**src/rtl/ddd_pkg.sv**
```systemverilog
`timescale 1ns / 1ps

package ddd_pkg;

  localparam int DAY_W   = 5;
  localparam int MONTH_W = 4;
  localparam int YEAR_W  = 14;
  localparam int DIFF_W  = 23;

  // number of days in the calendar counts (365 * year and up)
  localparam int COUNT_W = 23;

  // ceil(year / 100) through (year + 99) * 5243 >> 19, exact for 15-bit sums
  localparam int              RECIP_W     = 13;
  localparam logic [12:0]     RECIP_100   = 13'd5243;
  localparam int              RECIP_SHIFT = 19;
  localparam int              CENT_W      = 8;

  localparam logic signed [DIFF_W:0] DIFF_LIMIT = 24'sd3652500;

  localparam logic [MONTH_W-1:0] MONTH_JAN = 4'd1;
  localparam logic [MONTH_W-1:0] MONTH_FEB = 4'd2;
  localparam logic [MONTH_W-1:0] MONTH_DEC = 4'd12;

  // days in the year before the first of the month
  function automatic logic [8:0] days_before(input logic [MONTH_W-1:0] m);
    logic [8:0] r;
    unique case (m)
      4'd1:    r = 9'd0;
      4'd2:    r = 9'd31;
      4'd3:    r = 9'd59;
      4'd4:    r = 9'd90;
      4'd5:    r = 9'd120;
      4'd6:    r = 9'd151;
      4'd7:    r = 9'd181;
      4'd8:    r = 9'd212;
      4'd9:    r = 9'd243;
      4'd10:   r = 9'd273;
      4'd11:   r = 9'd304;
      4'd12:   r = 9'd334;
      default: r = 9'd0;
    endcase
    return r;
  endfunction

  // month length, zero for month codes outside the calendar
  function automatic logic [DAY_W-1:0] month_length(input logic [MONTH_W-1:0] m,
                                                     input logic leap);
    logic [DAY_W-1:0] r;
    unique case (m)
      4'd1, 4'd3, 4'd5, 4'd7, 4'd8, 4'd10, 4'd12: r = 5'd31;
      4'd4, 4'd6, 4'd9, 4'd11:                    r = 5'd30;
      4'd2:    r = leap ? 5'd29 : 5'd28;
      default: r = 5'd0;
    endcase
    return r;
  endfunction

endpackage

```
**src/rtl/ddd_in_if.sv**
```systemverilog
`timescale 1ns / 1ps

interface ddd_in_if;
  logic                          valid;
  logic                          ready;
  logic [ddd_pkg::DAY_W-1:0]     first_day;
  logic [ddd_pkg::MONTH_W-1:0]   first_month;
  logic [ddd_pkg::YEAR_W-1:0]    first_year;
  logic [ddd_pkg::DAY_W-1:0]     second_day;
  logic [ddd_pkg::MONTH_W-1:0]   second_month;
  logic [ddd_pkg::YEAR_W-1:0]    second_year;

  modport source (output valid, first_day, first_month, first_year,
                  second_day, second_month, second_year, input ready);
  modport sink (input valid, first_day, first_month, first_year,
                second_day, second_month, second_year, output ready);
endinterface

```
**src/rtl/ddd_out_if.sv**
```systemverilog
`timescale 1ns / 1ps

interface ddd_out_if;
  logic                               valid;
  logic                               ready;
  logic signed [ddd_pkg::DIFF_W-1:0]  day_difference;
  logic                               dates_valid;

  modport source (output valid, day_difference, dates_valid, input ready);
  modport sink (input valid, day_difference, dates_valid, output ready);
endinterface

```
**src/rtl/date_difference_days.sv**
```systemverilog
`timescale 1ns / 1ps
// each accepted request passes through stages s1, s2, s3 and s4 to out_req
// throughput: one date pair per cycle while out_req.ready is high; each of the four
//   register stages advances whenever it is empty or the stage after it moves on
// reset: synchronous active-high rst clears the stage valid bits only;
//   payload registers are not reset

module date_difference_days (
  input  logic       clk,
  input  logic       rst,
  ddd_in_if.sink     in_req,
  ddd_out_if.source  out_req
);

  localparam int DAY_W   = ddd_pkg::DAY_W;
  localparam int MONTH_W = ddd_pkg::MONTH_W;
  localparam int YEAR_W  = ddd_pkg::YEAR_W;
  localparam int CENT_W  = ddd_pkg::CENT_W;
  localparam int COUNT_W = ddd_pkg::COUNT_W;
  localparam int DIFF_W  = ddd_pkg::DIFF_W;
  localparam int PROD_W  = YEAR_W + 1 + ddd_pkg::RECIP_W;
  localparam int LEAPS_W = YEAR_W - 1;

  // stage 1: date fields plus the number of centuries begun, ceil(y / 100)
  typedef struct packed {
    logic [DAY_W-1:0]   d;
    logic [MONTH_W-1:0] m;
    logic [YEAR_W-1:0]  y;
    logic [CENT_W-1:0]  cent;
  } s1_date_t;

  // stage 2: leap facts, table lookups and legality
  typedef struct packed {
    logic [DAY_W-1:0]   d;
    logic               late_leap;  // month after february in a leap year
    logic [YEAR_W-1:0]  y;
    logic [LEAPS_W-1:0] leaps;      // leap days in years before y
    logic [8:0]         dbm;
    logic               ok;
  } s2_date_t;

  // ------------------------------------------------------------------
  // stage handshake: a stage moves when empty or when its successor moves
  // ------------------------------------------------------------------
  logic s1_valid, s2_valid, s3_valid, s4_valid;
  logic s1_adv, s2_adv, s3_adv, s4_adv;

  assign s4_adv = !s4_valid || out_req.ready;
  assign s3_adv = !s3_valid || s4_adv;
  assign s2_adv = !s2_valid || s3_adv;
  assign s1_adv = !s1_valid || s2_adv;

  assign in_req.ready = s1_adv;

  always_ff @(posedge clk) begin
    if (rst) begin
      s1_valid <= 1'b0;
      s2_valid <= 1'b0;
      s3_valid <= 1'b0;
      s4_valid <= 1'b0;
    end else begin
      if (s1_adv) s1_valid <= in_req.valid;
      if (s2_adv) s2_valid <= s1_valid;
      if (s3_adv) s3_valid <= s2_valid;
      if (s4_adv) s4_valid <= s3_valid;
    end
  end

  // ------------------------------------------------------------------
  // stage 1: reciprocal multiply for ceil(y / 100)
  // ------------------------------------------------------------------
  function automatic logic [CENT_W-1:0] centuries(input logic [YEAR_W-1:0] y);
    logic [YEAR_W:0]   x;
    logic [PROD_W-1:0] p;
    x = {1'b0, y} + (YEAR_W + 1)'(99);
    p = PROD_W'(x) * PROD_W'(ddd_pkg::RECIP_100);
    return p[ddd_pkg::RECIP_SHIFT +: CENT_W];
  endfunction

  s1_date_t s1_a, s1_b;

  always_ff @(posedge clk) begin
    if (s1_adv) begin
      s1_a.d    <= in_req.first_day;
      s1_a.m    <= in_req.first_month;
      s1_a.y    <= in_req.first_year;
      s1_a.cent <= centuries(in_req.first_year);
      s1_b.d    <= in_req.second_day;
      s1_b.m    <= in_req.second_month;
      s1_b.y    <= in_req.second_year;
      s1_b.cent <= centuries(in_req.second_year);
    end
  end

  // ------------------------------------------------------------------
  // stage 2: leap year, leap days before the year, month tables
  // ------------------------------------------------------------------
  function automatic s2_date_t classify(input s1_date_t s);
    s2_date_t           r;
    logic [YEAR_W:0]    hund;
    logic [YEAR_W:0]    y3;
    logic [CENT_W:0]    c3;
    logic               on_century;
    logic               leap;
    logic [DAY_W-1:0]   len;
    // ceil(y/100) * 100 equals y exactly on a century year
    hund       = (YEAR_W + 1)'(s.cent) * (YEAR_W + 1)'(100);
    on_century = (hund == {1'b0, s.y});
    // on a century year cent is y / 100, so divisible by 400 means cent % 4 == 0
    leap       = on_century ? (s.cent[1:0] == 2'd0) : (s.y[1:0] == 2'd0);
    y3         = {1'b0, s.y} + (YEAR_W + 1)'(3);
    c3         = {1'b0, s.cent} + (CENT_W + 1)'(3);
    // ceil(y/4) - ceil(y/100) + ceil(y/400), with ceil(y/400) = ceil(ceil(y/100)/4)
    r.leaps    = y3[YEAR_W:2] - LEAPS_W'(s.cent) + LEAPS_W'(c3[CENT_W:2]);
    len        = ddd_pkg::month_length(s.m, leap);
    r.d        = s.d;
    r.y        = s.y;
    r.late_leap = leap && (s.m > ddd_pkg::MONTH_FEB);
    r.dbm      = ddd_pkg::days_before(s.m);
    r.ok       = (s.m >= ddd_pkg::MONTH_JAN) && (s.m <= ddd_pkg::MONTH_DEC) &&
                 (s.d != '0) && (s.d <= len);
    return r;
  endfunction

  s2_date_t s2_a, s2_b;

  always_ff @(posedge clk) begin
    if (s2_adv) begin
      s2_a <= classify(s1_a);
      s2_b <= classify(s1_b);
    end
  end

  // ------------------------------------------------------------------
  // stage 3: absolute day numbers
  // ------------------------------------------------------------------
  function automatic logic [COUNT_W-1:0] day_number(input s2_date_t s);
    return COUNT_W'(s.y) * COUNT_W'(365) + COUNT_W'(s.leaps) + COUNT_W'(s.dbm) +
           COUNT_W'(s.d) + COUNT_W'(s.late_leap);
  endfunction

  logic [COUNT_W-1:0] s3_num_a, s3_num_b;
  logic               s3_ok;

  always_ff @(posedge clk) begin
    if (s3_adv) begin
      s3_num_a <= day_number(s2_a);
      s3_num_b <= day_number(s2_b);
      s3_ok    <= s2_a.ok && s2_b.ok;
    end
  end

  // ------------------------------------------------------------------
  // stage 4: subtract, saturate, zero on an illegal date
  // ------------------------------------------------------------------
  logic signed [DIFF_W:0]   raw_diff;
  logic signed [DIFF_W-1:0] diff_next;

  always_comb begin
    raw_diff = $signed({1'b0, s3_num_b}) - $signed({1'b0, s3_num_a});
    priority if (!s3_ok) begin
      diff_next = '0;
    end else if (raw_diff > ddd_pkg::DIFF_LIMIT) begin
      diff_next = DIFF_W'(ddd_pkg::DIFF_LIMIT);
    end else if (raw_diff < -ddd_pkg::DIFF_LIMIT) begin
      diff_next = DIFF_W'(-ddd_pkg::DIFF_LIMIT);
    end else begin
      diff_next = raw_diff[DIFF_W-1:0];
    end
  end

  logic signed [DIFF_W-1:0] s4_diff;
  logic                     s4_ok;

  always_ff @(posedge clk) begin
    if (s4_adv) begin
      s4_diff <= diff_next;
      s4_ok   <= s3_ok;
    end
  end

  assign out_req.valid          = s4_valid;
  assign out_req.day_difference = s4_diff;
  assign out_req.dates_valid    = s4_ok;

endmodule

```
**src/flat_wrapper.sv**
```systemverilog
// flat-port wrapper written by rule: the top's interface ports become plain ports
module date_difference_days_flat 
  (clk, rst, in_req_valid, in_req_first_day, in_req_first_month, in_req_first_year, in_req_second_day, in_req_second_month, in_req_second_year, in_req_ready, out_req_valid, out_req_day_difference, out_req_dates_valid, out_req_ready);
  ddd_in_if in_req_i ();
  ddd_out_if out_req_i ();
  input  logic clk;
  input  logic rst;
  input wire logic [$bits(in_req_i.valid)-1:0] in_req_valid;
  input wire logic [$bits(in_req_i.first_day)-1:0] in_req_first_day;
  input wire logic [$bits(in_req_i.first_month)-1:0] in_req_first_month;
  input wire logic [$bits(in_req_i.first_year)-1:0] in_req_first_year;
  input wire logic [$bits(in_req_i.second_day)-1:0] in_req_second_day;
  input wire logic [$bits(in_req_i.second_month)-1:0] in_req_second_month;
  input wire logic [$bits(in_req_i.second_year)-1:0] in_req_second_year;
  output wire logic [$bits(in_req_i.ready)-1:0] in_req_ready;
  output wire logic [$bits(out_req_i.valid)-1:0] out_req_valid;
  output wire logic [$bits(out_req_i.day_difference)-1:0] out_req_day_difference;
  output wire logic [$bits(out_req_i.dates_valid)-1:0] out_req_dates_valid;
  input wire logic [$bits(out_req_i.ready)-1:0] out_req_ready;
  assign in_req_i.valid = in_req_valid;
  assign in_req_i.first_day = in_req_first_day;
  assign in_req_i.first_month = in_req_first_month;
  assign in_req_i.first_year = in_req_first_year;
  assign in_req_i.second_day = in_req_second_day;
  assign in_req_i.second_month = in_req_second_month;
  assign in_req_i.second_year = in_req_second_year;
  assign in_req_ready = in_req_i.ready;
  assign out_req_valid = out_req_i.valid;
  assign out_req_day_difference = out_req_i.day_difference;
  assign out_req_dates_valid = out_req_i.dates_valid;
  assign out_req_i.ready = out_req_ready;
  date_difference_days u_core (.clk(clk), .rst(rst), .in_req(in_req_i), .out_req(out_req_i));
endmodule
```
**config.mk**
```make
export PLATFORM = sky130hd
export DESIGN_NAME = date_difference_days_flat
export DESIGN_NICKNAME = d
export VERILOG_FILES = /design/src/rtl/ddd_pkg.sv /design/src/rtl/ddd_in_if.sv /design/src/rtl/ddd_out_if.sv /design/src/rtl/date_difference_days.sv /design/src/flat_wrapper.sv
export SDC_FILE = /design/constraint.sdc
export NUM_CORES = 1
export LEC_CHECK = 0
export BUFFER_PORTS_ARGS = -buffer_cell sky130_fd_sc_hd__buf_2
export CAP_MARGIN = 30
export CORE_MARGIN = 2
export CORE_UTILIZATION = 50
export DETAILED_ROUTE_END_ITERATION = 8
export PLACE_DENSITY = 0.79
export SETUP_SLACK_MARGIN = 0.1
export SLEW_MARGIN = 20
export SYNTH_ARGS = -nofsm -noshare
export SYNTH_HDL_FRONTEND = slang
export SYNTH_SLANG_ARGS = --single-unit
export TNS_END_PERCENT = 50
```
**constraint.sdc**
```tcl
create_clock -name clk -period 7.3 [get_ports clk]
set_clock_uncertainty 0.2 [all_clocks]
set_input_delay 0.73 -clock clk [delete_from_list [all_inputs] [get_ports clk]]
set_output_delay 0.73 -clock clk [all_outputs]
set_load 0.005 [all_outputs]
```
After elaboration in Yosys (flattened, before gate mapping) --
Memory sizes are Yosys's and may differ from the RTL's. A register that Yosys moved wholly into a read port is not among the register bits. Cells that the tools add are included. W data, S select, Z words.
Storage, ports and cells: memory bits (writable) 0, register bits 205, input port bits 50, memory bits (read-only) 288, bits in latches 0, memories kept 2, output and inout bits 26
Memory list:
- (no name shown) | depth 16, bits a word 9, read ports 1, clocked after Yosys merged registers in 1, write ports 0, line ddd_pkg.sv:28 | unique case (m)
- (no name shown) | depth 16, bits a word 9, read ports 1, clocked after Yosys merged registers in 1, write ports 0, line ddd_pkg.sv:28
Operators by class: div/mod/pow operators 0, reduce and logical (&&, ||, !) cells 29, mux-type cells 10, bitwise gates (word level) 1, multipliers 6, $add $sub $neg 19, $lt $le $gt $ge 10, shift operators 0, eq/ne operators 26
Operator list (number):
- $mul A15 B13 Y27 const B | 2
- $add A23 B1 Y23 | 2
- $add A23 B13 Y23 | 2
- $add A23 B5 Y23 | 2
- $add A23 B9 Y23 | 2
- $mul A14 B9 Y23 const B | 2
- $eq A4 B4 Y1 const B | 10
- $eq A4 B3 Y1 const B | 8
- $add A14 B2 Y15 const B | 2
- $add A14 B7 Y15 const B | 2
- $eq A15 B14 Y1 | 2
- $pmux W5 S3 | 2
- $add A13 B7 Y13 | 2
- $mul A8 B5 Y13 const B | 2
- $sub A13 B8 Y13 | 2
- $gt A24 B23 Y1 const B | 1
- $lt A24 B23 Y1 const B | 1
- $sub A23 B23 Y24 | 1
- $mux W23 | 1
- $mux W22 | 1
- $add A8 B2 Y9 const B | 2
- $eq A4 B2 Y1 const B | 4
- $reduce_or A7 Y1 | 2
- $le A5 B5 Y1 | 2
- other kinds (15) | 42

Logic depth before layout (Yosys ltp) --
depth in word-level cells 8, mapped depth 29, mapped depth without buffers 28

Worst setup path before layout --
Ideal clock, no wire load.
kind input to register, from input port in_req_second_year[1], to register u_core.s1_b[7] (netlist name), data pin, setup time 260 ps, arrival 6599 ps, buffers on the path 1, setup slack 241 ps, cell stages on the path 25, cells stage by stage inv_1 > ha_1 > a21oi_1 > nor2_1 > or3_1 > and3_1 > clkbuf_1 > nand3_1 > xor2_1 > inv_1 > ha_1 > fa_1 > fa_1 > fa_1 > inv_1 > fa_1 > inv_1 > ha_1 > a2111oi_0 > o21ai_0 > a21oi_1 > o2111ai_1 > a31o_2 > a21oi_1 > xnor2_1
Between the ends: word-level cells in the longest chain between the ends 2
Ends and longest elaborated chain:
- from (decl) | line flat_wrapper.sv:14 | input wire logic [$bits(in_req_i.second_year)-1:0] in_req_second_year;
- $add A14 B7 Y15 | line date_difference_days.sv:75 | x = {1'b0, y} + (YEAR_W + 1)'(99);
- $mul A15 B13 Y27 | line date_difference_days.sv:76 | p = PROD_W'(x) * PROD_W'(ddd_pkg::RECIP_100);
- to (decl) | line date_difference_days.sv:80 | s1_date_t s1_a, s1_b;
No other way between the ends. A chain may end at the register's enable or synchronous reset.

Worst setup path after layout --
Ends and elaborated chain as after synthesis.

==> metrics.txt <==
# TYPE chip_impl_metric gauge
chip_impl_info{name="outcome",value="complete, no violations"} 1
chip_impl_metric{name="grt_antenna_before_repair",unit=""} 8
chip_impl_info{name="synth_top_flop_cell",value="edfxtp_1"} 1
chip_impl_info{name="endpoint_kind",value="register"} 1
chip_impl_metric{name="preCtsSetupSlack",unit="ps"} 78.7
chip_impl_metric{name="clock_sink_count",unit=""} 223
chip_impl_metric{name="groute.usage.overall",unit=""} 0.201
chip_impl_metric{name="asyncSetResetFlopFracSynth",unit=""} 0
chip_impl_metric{name="drc_errors",unit=""} 0
chip_impl_metric{name="clkLatencyLatePin",unit="ps"} 560
chip_impl_info{name="tritoncts",value="built"} 1
chip_impl_metric{name="multiInputGateArea",unit="sq mm"} 0.0179
chip_impl_metric{name="fp.dieW",unit="microns"} 236
chip_impl_metric{name="detailroute.wirelength.met2",unit="mm"} 26.7
chip_impl_metric{name="drt_iter0_drc",unit=""} 835
chip_impl_metric{name="worst-endpoint-required",unit="ps"} 7380
chip_impl_metric{name="gr-total-overflow",unit=""} 0
chip_impl_metric{name="core_area",unit="sq mm"} 0.0535
chip_impl_metric{name="die_area",unit="sq mm"} 0.0557
chip_impl_metric{name="cts_post_setup_buffers_inserted",unit=""} 0
chip_impl_metric{name="cts_hold_repair.buffers",unit=""} 0
chip_impl_info{name="most-common-layout-cells",value="inv_1, ha_1, fa_1"} 1
chip_impl_metric{name="port-buffer-count",unit=""} 75
chip_impl_metric{name="finalSetupTns",unit="ps"} 0
chip_impl_metric{name="tightest_slew",unit="ps"} 922
chip_impl_metric{name="row_count",unit=""} 85
chip_impl_info{name="cts_root_buf",value="clkbuf_16"} 1
chip_impl_metric{name="num-fill-cells",unit=""} 4465
chip_impl_metric{name="hpwl",unit="mm"} 46.6
chip_impl_metric{name="finalWeightedCongestion",unit=""} 0.946
chip_impl_info{name="mostFrequentLayoutCell",value="inv_1"} 1
chip_impl_metric{name="syn-instance-count",unit=""} 2542
chip_impl_metric{name="layout_worst_path_cycle_share",unit=""} 0.921
chip_impl_metric{name="avgRoutedWirePerCell",unit="microns"} 16.1
chip_impl_metric{name="global_route_wire_length_before_repair",unit="mm"} 92.0
chip_impl_metric{name="register_area",unit="sq mm"} 0.00666
chip_impl_metric{name="grt_max_degree",unit=""} 87
chip_impl_metric{name="antenna_left",unit=""} 0
chip_impl_info{name="timing.critical_path.from_type",value="primary input"} 1
chip_impl_metric{name="max_clock_freq",unit="MHz"} 149
chip_impl_info{name="grt_setup_unrepaired",value="no"} 1
chip_impl_metric{name="post_route_cells_drive_above_1_share",unit=""} 0.0651
chip_impl_metric{name="yosysTopAreaCellShare",unit=""} 0.244
chip_impl_metric{name="avg_cell_area_syn",unit="sq um"} 10.6
chip_impl_metric{name="holdPathStages",unit=""} 1
chip_impl_metric{name="finalNetCount",unit=""} 3473
chip_impl_metric{name="timing.reg2reg.worst_path_depth",unit=""} 19
chip_impl_metric{name="dr_total_vias",unit=""} 17700
chip_impl_metric{name="critical_path_peak_fanout",unit=""} 6
chip_impl_metric{name="synth_nets",unit=""} 3364
chip_impl_metric{name="slew_violations",unit=""} 0
chip_impl_info{name="hold_wc_path_type",value="primary input to register"} 1
chip_impl_metric{name="ctsHtreeMaxLevel",unit=""} 1
chip_impl_metric{name="met1_length",unit="mm"} 23.9
chip_impl_metric{name="wl_met3",unit="mm"} 2.01
chip_impl_metric{name="relSlewSlack",unit=""} 0.386
chip_impl_metric{name="cts-buffers-inserted",unit=""} 27
chip_impl_metric{name="finish.utilization",unit=""} 0.546
chip_impl_metric{name="synthesis.yosys.warnings",unit=""} 0
chip_impl_metric{name="synth_enable_flop_cells",unit=""} 219
chip_impl_metric{name="post_synth_instance_area",unit="sq mm"} 0.0269
chip_impl_metric{name="pre_antenna_drt_iters",unit=""} 5
chip_impl_info{name="yosys.area.top_type",value="edfxtp_1"} 1
chip_impl_metric{name="setup-violations-final",unit=""} 0
chip_impl_metric{name="fin_hold_ws",unit="ps"} 150
chip_impl_metric{name="register_bit_total_from_synthesis",unit=""} 223
chip_impl_metric{name="area.growth.synth_to_final",unit="%"} 8.48
chip_impl_info{name="setup.worst_path.class",value="primary input to register"} 1
chip_impl_metric{name="hold_viol",unit=""} 0
chip_impl_metric{name="initial_core_util",unit=""} 0.503
chip_impl_metric{name="setup_slack",unit="ps"} 580
chip_impl_metric{name="dieHeight",unit="microns"} 236
chip_impl_info{name="area_contributors_post_synth",value="edfxtp_1, ha_1, fa_1"} 1
chip_impl_metric{name="clockBufferDepth",unit=""} 3
chip_impl_metric{name="io_pins",unit=""} 76
chip_impl_metric{name="worstPathArrival",unit="ps"} 6800
chip_impl_metric{name="vias_per_cell",unit=""} 5.25
chip_impl_info{name="route.top_layer_used",value="met5"} 1
chip_impl_metric{name="postRouteWirelength",unit="mm"} 54.3
chip_impl_metric{name="minimum_clock_period_after_layout",unit="ps"} 6720
chip_impl_metric{name="max-cap-violations",unit=""} 0
chip_impl_metric{name="postCtsResizedCells",unit=""} 0
chip_impl_metric{name="first_global_vias",unit=""} 19000
chip_impl_metric{name="synth.distinct_cells",unit=""} 78
chip_impl_metric{name="clk_transition_reported_paths",unit="ps"} 60
chip_impl_metric{name="yosysSeqAreaShare",unit=""} 0.247
==> area by class of cell <==
type                       count  area share
clock buffer                  31      0.0236
sequential                   223       0.228
antenna                        2    0.000171
tap                          696      0.0298
clock inverter                18     0.00745
multi-input combinational   1695       0.613
timing repair buffer         100      0.0204
inverter                     604      0.0777
==> Yosys cell counts, drive strengths merged, types with 5 or more instances <==
library cell,n
a211oi,13
a21boi,8
a21o,46
a21oi,96
a31oi,12
and2,9
and3,20
buf,8
clkbuf,12
edfxtp,219
fa,277
ha,495
inv,602
mux2i,9
nand2,58
nand2b,12
nand3,34
nand3b,7
nand4,12
nor2,91
nor2b,32
nor3,31
nor4,6
o211ai,7
o21a,14
o21ai,63
o21bai,17
o22ai,14
o31a,5
o41ai,6
or2,7
or3,12
xnor2,151
xor2,73
==> sequential cells by signal (all words and copies together), names as in the netlist <==
register / flops
u_core.s2_a: 43
u_core.s2_b: 43
u_core.s1_a: 31
u_core.s1_b: 31
u_core.out_req.day_difference: 23
u_core.s3_num_a: 23
u_core.s3_num_b: 23
u_core.out_req.dates_valid: 1
u_core.out_req.valid: 1
u_core.s1_valid: 1
u_core.s2_valid: 1
u_core.s3_ok: 1
u_core.s3_valid: 1
==> logic make-up (layout without fill, tap and decap cells) <==
logic type | after synthesis | count (layout) | share of synthesized area
AOI/OAI and AO/OA | 342 | 342 | 0.0848
xor gates and xnor gates | 224 | 224 | 0.0729
adders and majority gates | 774 | 774 | 0.437
buffers and inverters | 624 | 753 | 0.0880
DFF | 223 | 223 | 0.247
muxes | 13 | 13 | 0.00585
other | 0 | 2 | 0
and+or+nand+nor | 342 | 342 | 0.0646
==> routing by layer <==
layer	global-route usage	vias to the layer above
met5	0	-
met4	0.0622	10
met3	0.0264	103
met2	0.354	290
met1	0.257	8640
li1	-	8647
==> critical path, stage by stage <==
cell and delay [ps]:
buf_2 130, inv_1 70, ha_1 190, a21oi_1 220, nor2_1 100, or3_1 340, and3_1 280, nand3_1 120
xor2_1 190, inv_1 140, ha_1 360, fa_1 540, fa_1 430, fa_1 500, inv_1 60, fa_1 540
inv_1 40, ha_1 300, a2111oi_0 340, o21ai_0 210, a21oi_1 210, o2111ai_1 180, a31o_2 280, a21oi_1 190
xnor2_1 80
==> metrics by stage <==
stage / std cells / cell area (sq um)
after floorplan: 2542 / 26900
after global placement: 3316 / 28200
after detailed placement: 3317 / 28300
after CTS: 3366 / 29200
after global routing: 3369 / 29200
final: 3369 / 29200
==> final timing paths <==
kind | from | endpoint | slack (ps)
worst max register to register | u_core.s2_a[24]$_DFFE_PP_ | u_core.s3_num_a[22]$_DFFE_PP_ | 1570
worst min register to register | u_core.s1_b[26]$_DFFE_PP_ | u_core.s2_b[38]$_DFFE_PP_ | 260
worst min-delay path | in_req_first_day[3] | u_core.s1_a[29]$_DFFE_PP_ | 150
worst max-delay path | in_req_second_year[1] | u_core.s1_b[7]$_DFFE_PP_ | 580
Power is left out: the tool's default activity adds up to more than one toggle a clock period on the data nets, which glitch-free logic cannot reach.
